## src/sv/csrmv_pkg.sv

```systemverilog
// Shared types, constants and helpers for the CSR sparse matrix-vector row block.
// Used by csrmv_mac and the top level; depends on nothing else.
`default_nettype none

package csrmv_pkg;

  // Defaults for the top-level parameters
  localparam int VECTOR_DEPTH_DEF     = 4096;
  localparam int ROW_NUMBER_LIMIT_DEF = 65536;

  // Fixed field widths
  localparam int IDX_W     = 12;
  localparam int OPND_W    = 32;
  localparam int ROWNUM_W  = 16;
  localparam int SUM_W     = 64;
  localparam int CMD_W     = 2;
  localparam int S_TDATA_W = 48;   // index + operand, padded to whole bytes
  localparam int M_TDATA_W = 80;   // row_number + row_sum

  typedef enum logic [CMD_W-1:0] {
    CMD_LOAD  = 2'd0,
    CMD_TERM  = 2'd1,
    CMD_EMPTY = 2'd2
  } cmd_t;

  // Control of an item that has read the vector memory
  typedef struct packed {
    logic valid;     // term or empty row in this stage
    logic term;      // nonzero term: adds a product
    logic finish;    // closes the row and emits a result
    logic in_range;  // column lies inside the vector store
  } rd_ctl_t;

  // Signed add that clamps to the 64-bit extremes
  function automatic logic signed [SUM_W-1:0] sat_add(input logic signed [SUM_W-1:0] a,
                                                      input logic signed [SUM_W-1:0] b);
    logic signed [SUM_W:0] s;
    s = {a[SUM_W-1], a} + {b[SUM_W-1], b};
    if (s[SUM_W] != s[SUM_W-1]) begin
      sat_add = s[SUM_W] ? {1'b1, {(SUM_W-1){1'b0}}} : {1'b0, {(SUM_W-1){1'b1}}};
    end else begin
      sat_add = s[SUM_W-1:0];
    end
  endfunction

endpackage

`default_nettype wire

```

## src/sv/csrmv_mac.sv

```systemverilog
// Multiply stage, saturating row accumulator, row counter and output register.
// Depends on csrmv_pkg.
`default_nettype none

module csrmv_mac
  import csrmv_pkg::*;
#(
  parameter int ROW_NUMBER_LIMIT = ROW_NUMBER_LIMIT_DEF
) (
  input  wire logic                       clk,
  input  wire logic                       rst,
  input  wire rd_ctl_t                    rd_ctl,
  input  wire logic signed [OPND_W-1:0]   rd_operand,
  input  wire logic signed [OPND_W-1:0]   vec_data,
  output      logic                       advance,
  output      logic                       out_valid,
  input  wire logic                       out_ready,
  output      logic [ROWNUM_W-1:0]        out_row_number,
  output      logic signed [SUM_W-1:0]    out_row_sum
);

  localparam int ROW_W = (ROW_NUMBER_LIMIT > 1) ? $clog2(ROW_NUMBER_LIMIT) : 1;

  logic                    prod_valid;
  logic                    prod_term;
  logic                    prod_finish;
  logic signed [SUM_W-1:0] mult;
  logic signed [SUM_W-1:0] prod;
  logic signed [SUM_W-1:0] prod_next;
  logic signed [SUM_W-1:0] acc;
  logic signed [SUM_W-1:0] sum;
  logic [ROW_W-1:0]        rows_done;
  logic [ROW_W-1:0]        rows_done_next;
  logic [31:0]             rows_wide;
  logic                    hold;

  always_comb begin
    // Sign-extend both factors so the product keeps its sign
    mult      = SUM_W'(rd_operand) * SUM_W'(vec_data);
    prod_next = (rd_ctl.term && rd_ctl.in_range) ? mult : '0;
    sum       = prod_term ? sat_add(acc, prod) : acc;
    hold      = prod_valid && prod_finish && out_valid && !out_ready;
    advance   = !hold;
    rows_done_next = (rows_done == ROW_W'(ROW_NUMBER_LIMIT - 1)) ? '0 : rows_done + 1'b1;
    rows_wide = 32'(rows_done);
  end

  always_ff @(posedge clk) begin
    if (rst) begin
      prod_valid <= 1'b0;
      acc        <= '0;
      rows_done  <= '0;
      out_valid  <= 1'b0;
    end else begin
      if (advance && prod_valid && prod_finish) begin
        out_valid <= 1'b1;
      end else if (out_valid && out_ready) begin
        out_valid <= 1'b0;
      end
      if (advance) begin
        prod_valid <= rd_ctl.valid;
        if (prod_valid) begin
          if (prod_finish) begin
            acc       <= '0;
            rows_done <= rows_done_next;
          end else begin
            acc <= sum;
          end
        end
      end
    end
  end

  // Payload: no reset
  always_ff @(posedge clk) begin
    if (advance) begin
      prod_term   <= rd_ctl.term;
      prod_finish <= rd_ctl.finish;
      prod        <= prod_next;
      if (prod_valid && prod_finish) begin
        out_row_number <= rows_wide[ROWNUM_W-1:0];
        out_row_sum    <= sum;
      end
    end
  end

endmodule

`default_nettype wire

```

## config.mk

```make
export PLATFORM = sky130hd
export DESIGN_NAME = csrmv_mac
export DESIGN_NICKNAME = d
export VERILOG_FILES = /design/src/sv/csrmv_pkg.sv /design/src/sv/csrmv_mac.sv
export SDC_FILE = /design/constraint.sdc
export NUM_CORES = 2
export LEC_CHECK = 0
export BUFFER_PORTS_ARGS = -buffer_cell sky130_fd_sc_hd__buf_2
export CAP_MARGIN = 5
export CORE_MARGIN = 1
export CORE_UTILIZATION = 65
export DETAILED_ROUTE_END_ITERATION = 8
export PLACE_DENSITY = 0.84
export SLEW_MARGIN = 20
export SYNTH_ARGS = -nofsm -noshare
export SYNTH_HDL_FRONTEND = slang
export SYNTH_SLANG_ARGS = --single-unit
```

## constraint.sdc

```tcl
create_clock -name clk -period 17.8 [get_ports clk]
set_input_delay 0 -clock clk [delete_from_list [all_inputs] [get_ports clk]]
set_output_delay 0 -clock clk [all_outputs]
set_load 0.05 [all_outputs]
```

Word level (Yosys, flattened, before mapping)

Index checks and enable logic that the tools add are counted.

Output and inout bits: 82
ROM bits: 0
RAM bits: 0
Register bits: 228
Latch bits: 0
Logic and storage cells: 35
Bits of input ports: 71
Memories kept: 0

Reductions and logical operators: 13
Multipliers: 1
$add $sub $neg: 2
Eq/ne operators: 2
Order comparisons: 0
Muxes and demuxes: 7
Divide/modulo/power cells: 0
Shift-type cells: 0
Bitwise gates (word level): 1

Operators with widths:

| operator                                                         | count |
|---|---|
| 64-bit 2-to-1 mux                                                | 4 |
| 64-bit by 64-bit adder with 65-bit output                        | 1 |
| 32-bit by 32-bit multiplier with 64-bit output                   | 1 |
| 16-bit by 1-bit adder with 16-bit output (second input constant) | 1 |
| 16-bit equality test (second input constant)                     | 1 |
| 16-bit 2-to-1 mux                                                | 1 |
| 1-bit logical AND                                                | 7 |
| 2-bit AND reduction                                              | 2 |
| 3-bit AND reduction                                              | 1 |
| 1-bit logical NOT                                                | 2 |
| 1-bit 2-to-1 mux                                                 | 2 |
| 2-bit nonzero test                                               | 1 |
| 1-bit inequality test                                            | 1 |
| 1-bit NOT                                                        | 1 |

Depth between registers and ports, before layout

Depth after elaboration: 7
Gate-level depth with buffers: 29
Depth with buffers taken out: 27

Least setup slack after synthesis

OpenSTA, ideal clock, no wires.

Path kind: input to register
From: input port rd_operand[31]
To: register prod[60], data pin
Stages on the path: 27
Arrival time: 7.659 ns
Required time: 17.539 ns
Path buffers: 2
Slack: 9.880 ns
Cells stage by stage: clkbuf_1 -> nand2_1 -> inv_1 -> fa_1 -> inv_1 -> fa_1 -> inv_1 -> fa_1 -> fa_1 -> inv_1 -> fa_1 -> inv_1 -> fa_1 -> inv_1 -> fa_1 -> inv_1 -> fa_1 -> ha_1 -> clkbuf_1 -> nand4_1 -> nor4_1 -> inv_1 -> a2111oi_2 -> nor4b_2 -> o41ai_4 -> nand2_1 -> a311o_1

Cells in the longest elaborated chain, start to end: 1

Ends and longest elaborated chain:

| element                                        | line            | source |
|---|---|---|
| start: declaration                             | csrmv_mac.sv:13 | `input wire logic signed [OPND_W-1:0] rd_operand,` |
| 32-bit by 32-bit multiplier with 64-bit output | csrmv_mac.sv:39 | `mult = SUM_W'(rd_operand) * SUM_W'(vec_data);` |
| end signal: assignment                         | csrmv_mac.sv:79 | `prod <= prod_next;` |
| end: declaration                               | csrmv_mac.sv:28 | `logic signed [SUM_W-1:0] prod;` |

Every way passes these cells.
A chain may end at the register's enable or synchronous reset.

Worst setup path after layout

From: input port vec_data[5]
To: register prod[60], data pin

Cells in the longest elaborated chain, start to end: 1

Ends and longest elaborated chain:

| element                                        | line            | source |
|---|---|---|
| start: declaration                             | csrmv_mac.sv:14 | `input wire logic signed [OPND_W-1:0] vec_data,` |
| 32-bit by 32-bit multiplier with 64-bit output | csrmv_mac.sv:39 |  |

Every way passes these cells.

==> flow_metrics.env <==
export IMPL_remaining_drc_errors=2
export IMPL_met2_length_mm=56.9
export IMPL_synth_area_top_cells="fa_1, edfxtp_1, inv_1, and2_1, ha_1"
export IMPL_clkLatencyLatePin_ps=520
export IMPL_hpwlAfterDp_mm=97.7
export IMPL_ys_types=81
export IMPL_grt_use_total_pct=33.5
export IMPL_cts_made_buffers=20
export IMPL_violations="design-rule violations"
export IMPL_drtPass1Iterations=8
export IMPL_io_buffers=152
export IMPL_slew_headroom_pct=38.1
export IMPL_yosysWarningCount=0
export IMPL_async_flop_share_pct=0
export IMPL_clk_pin_slew_ps=70
export IMPL_syn_nets=6555
export IMPL_critPathKind="in -> reg"
export IMPL_ioPinCount=153
export IMPL_die_height_um=275
export IMPL_n_fill_cell=5572
export IMPL_cts_buffer_depth=3
export IMPL_setup_tns_ps=0
export IMPL_grt_ovfl_total=0
export IMPL_synth_top_cell_area_share_pct=44.6
export IMPL_synthCells=5152
export IMPL_status="complete, but fails checks"
export IMPL_fmax_mhz=117
export IMPL_gp_congestion=0.945
export IMPL_crit_fanout=32
export IMPL_cp_required_ps=18180
export IMPL_hold_viol_final=0
export IMPL_die_w_um=275
export IMPL_wl_per_cell_um=20.0
export IMPL_start_kind="primary input"
export IMPL_start_util_pct=66.1
export IMPL_cts_sinks=228
export IMPL_setup_ws_ps=9290
export IMPL_finalWirelength_mm=121
export IMPL_cts_tree="built"
export IMPL_via_count=35520
export IMPL_ys_seq_elements=228
export IMPL_fin_crit_ps=8510
export IMPL_drtIter0Drc=2782
export IMPL_max_slew_worst_pin_slew_ps=928
export IMPL_slew_violations=0
export IMPL_synth_edff_count=146
export IMPL_synth_cells_most_frequent="fa_1, inv_1, nand2_1, and2_1, clkbuf_1"
export IMPL_final_nets=6477
export IMPL_worstHoldPathType="in -> reg"
export IMPL_maxUsedRoutingLayer="met5"
export IMPL_endpoint_kind="flop"
export IMPL_grt_start_max_net_pins=70
export IMPL_cts_resized=0
export IMPL_rsz0062_at_grt="no"
export IMPL_grt_pass1_vias=37867
export IMPL_avgSynthCellArea_um2=9.43
export IMPL_syn_cell_area_um2=48600
export IMPL_place_ws_ps=8730
export IMPL_yosysMostFrequentCell="fa_1"
export IMPL_clock_skew_final_ps=21.8
export IMPL_rows=99
export IMPL_ant_nets=0
export IMPL_setup_viol=0
export IMPL_vias_per_cell=5.87
export IMPL_syn_to_final_growth_pct=3.58
export IMPL_worstPathArrival_ps=8890
export IMPL_clockRootBuffer="clkbuf_16"
export IMPL_fp_coreArea_um2=73500
export IMPL_synth_flop_cell="edfxtp_1"
export IMPL_grt_pass1_wl_mm=199
export IMPL_wl_met1_mm=49.4
export IMPL_antenna_found_initial=6
export IMPL_route_met3_wl_mm=11.8
export IMPL_drive_above_1_share_pct=5.07
export IMPL_maxCapViolCount=0
export IMPL_synth_seq_area_share_pct=12.4
export IMPL_cts_max_level=1
export IMPL_dieArea_um2=75800
export IMPL_period_share_pct=47.8
export IMPL_synth_area_leader_cell="fa_1"
export IMPL_final_core_util_pct=68.5
cells in the final DEF (no fill, tap or decap), types with 82 or more instances in the layout:
cell type  netlist  routed
nor2_1         231     229
and2_1         509     509
ha_1           249     249
inv_1         1005    1005
fa_1          1083    1083
dfxtp_1         82      82
edfxtp_1       146     146
buf_2            4     152
nand2_1        668     666
a21oi_1        140     140
cells by family after synthesis:
| logic type | count (synthesis) | synth area share (%) |
|---|---|---|
| flip-flops | 228 | 12.4 |
| XOR/XNOR | 129 | 2.33 |
| AND/OR/NAND/NOR | 1605 | 16.0 |
| buffers and inverters | 1280 | 10.1 |
| AO/OA/AOI/OAI | 571 | 7.97 |
| adder cells (fa/ha/maj) | 1332 | 51.1 |
| multiplexers | 7 | 0.175 |
metal layers:
layer | track usage [%] | vias to the layer above
met3 | 6.26 | 230
met2 | 54.4 | 1796
met1 | 46.8 | 17946
met4 | 8.42 | 4
met5 | 0 | -
li1 | - | 15544
area by class of cell:
class | count | area [um^2] | share of cell area, %
multi-input combinational | 3644 | 37700 | 74.9
sequential | 228 | 6030 | 12.0
inverter | 1006 | 3780 | 7.51
tap | 959 | 1200 | 2.39
timing repair buffer | 174 | 943 | 1.88
clock buffer | 23 | 543 | 1.08
clock inverter | 13 | 115 | 0.229
antenna | 5 | 12.5 | 0.0249
worst max-delay path: stages:
cell	delay (ps)
buf_2	510
nand2_1	260
inv_1	150
fa_1	430
inv_1	270
fa_1	470
inv_1	210
fa_1	500
fa_1	850
inv_1	380
fa_1	580
inv_1	50
fa_1	520
inv_1	50
fa_1	470
inv_1	50
fa_1	450
ha_1	440
nand4_1	280
nor4_1	330
inv_1	90
a2111oi_2	340
nor4b_2	150
o41ai_4	440
nand2_1	140
nor4b_1	280
a311o_1	170
through the flow:
stage	cell area (um^2)	std cells	hold slack, ps
after detailed placement	49600	6004	191
after CTS	50300	6047	183
after global routing	50300	6051	199
after floorplan	48600	5152	68.9
after global placement	49600	6004	187
final	50300	6052	198
sequential cells by signal, indices dropped and copies added (netlist names):
| signal | cells |
|---|---|
| out_row_number | 16 |
| prod_term | 1 |
| prod_finish | 1 |
| rows_done | 16 |
| out_row_sum | 64 |
| acc | 64 |
| out_valid | 1 |
| prod_valid | 1 |
| prod | 64 |
worst paths after layout:
check / startpoint / to / slack (ps) / cells after the start
max: vec_data[5] / prod[60] / 9290 / 27
min reg2reg: acc[0] / acc[0] / 470 / 2
max reg2reg: prod[0] / out_row_sum[0] / 13110 / 13
min: rd_ctl[1] / prod_finish / 200 / 2
what timing repair did:
item	in CTS	in global routing
buffers inserted	0	0
hold buffers	7	0
endpoints found under the hold margin	15	0
endpoints found under the setup margin	0	0
Power is left out: the tool's default activity adds up to more than one toggle a clock period on the data nets, which glitch-free logic cannot reach.
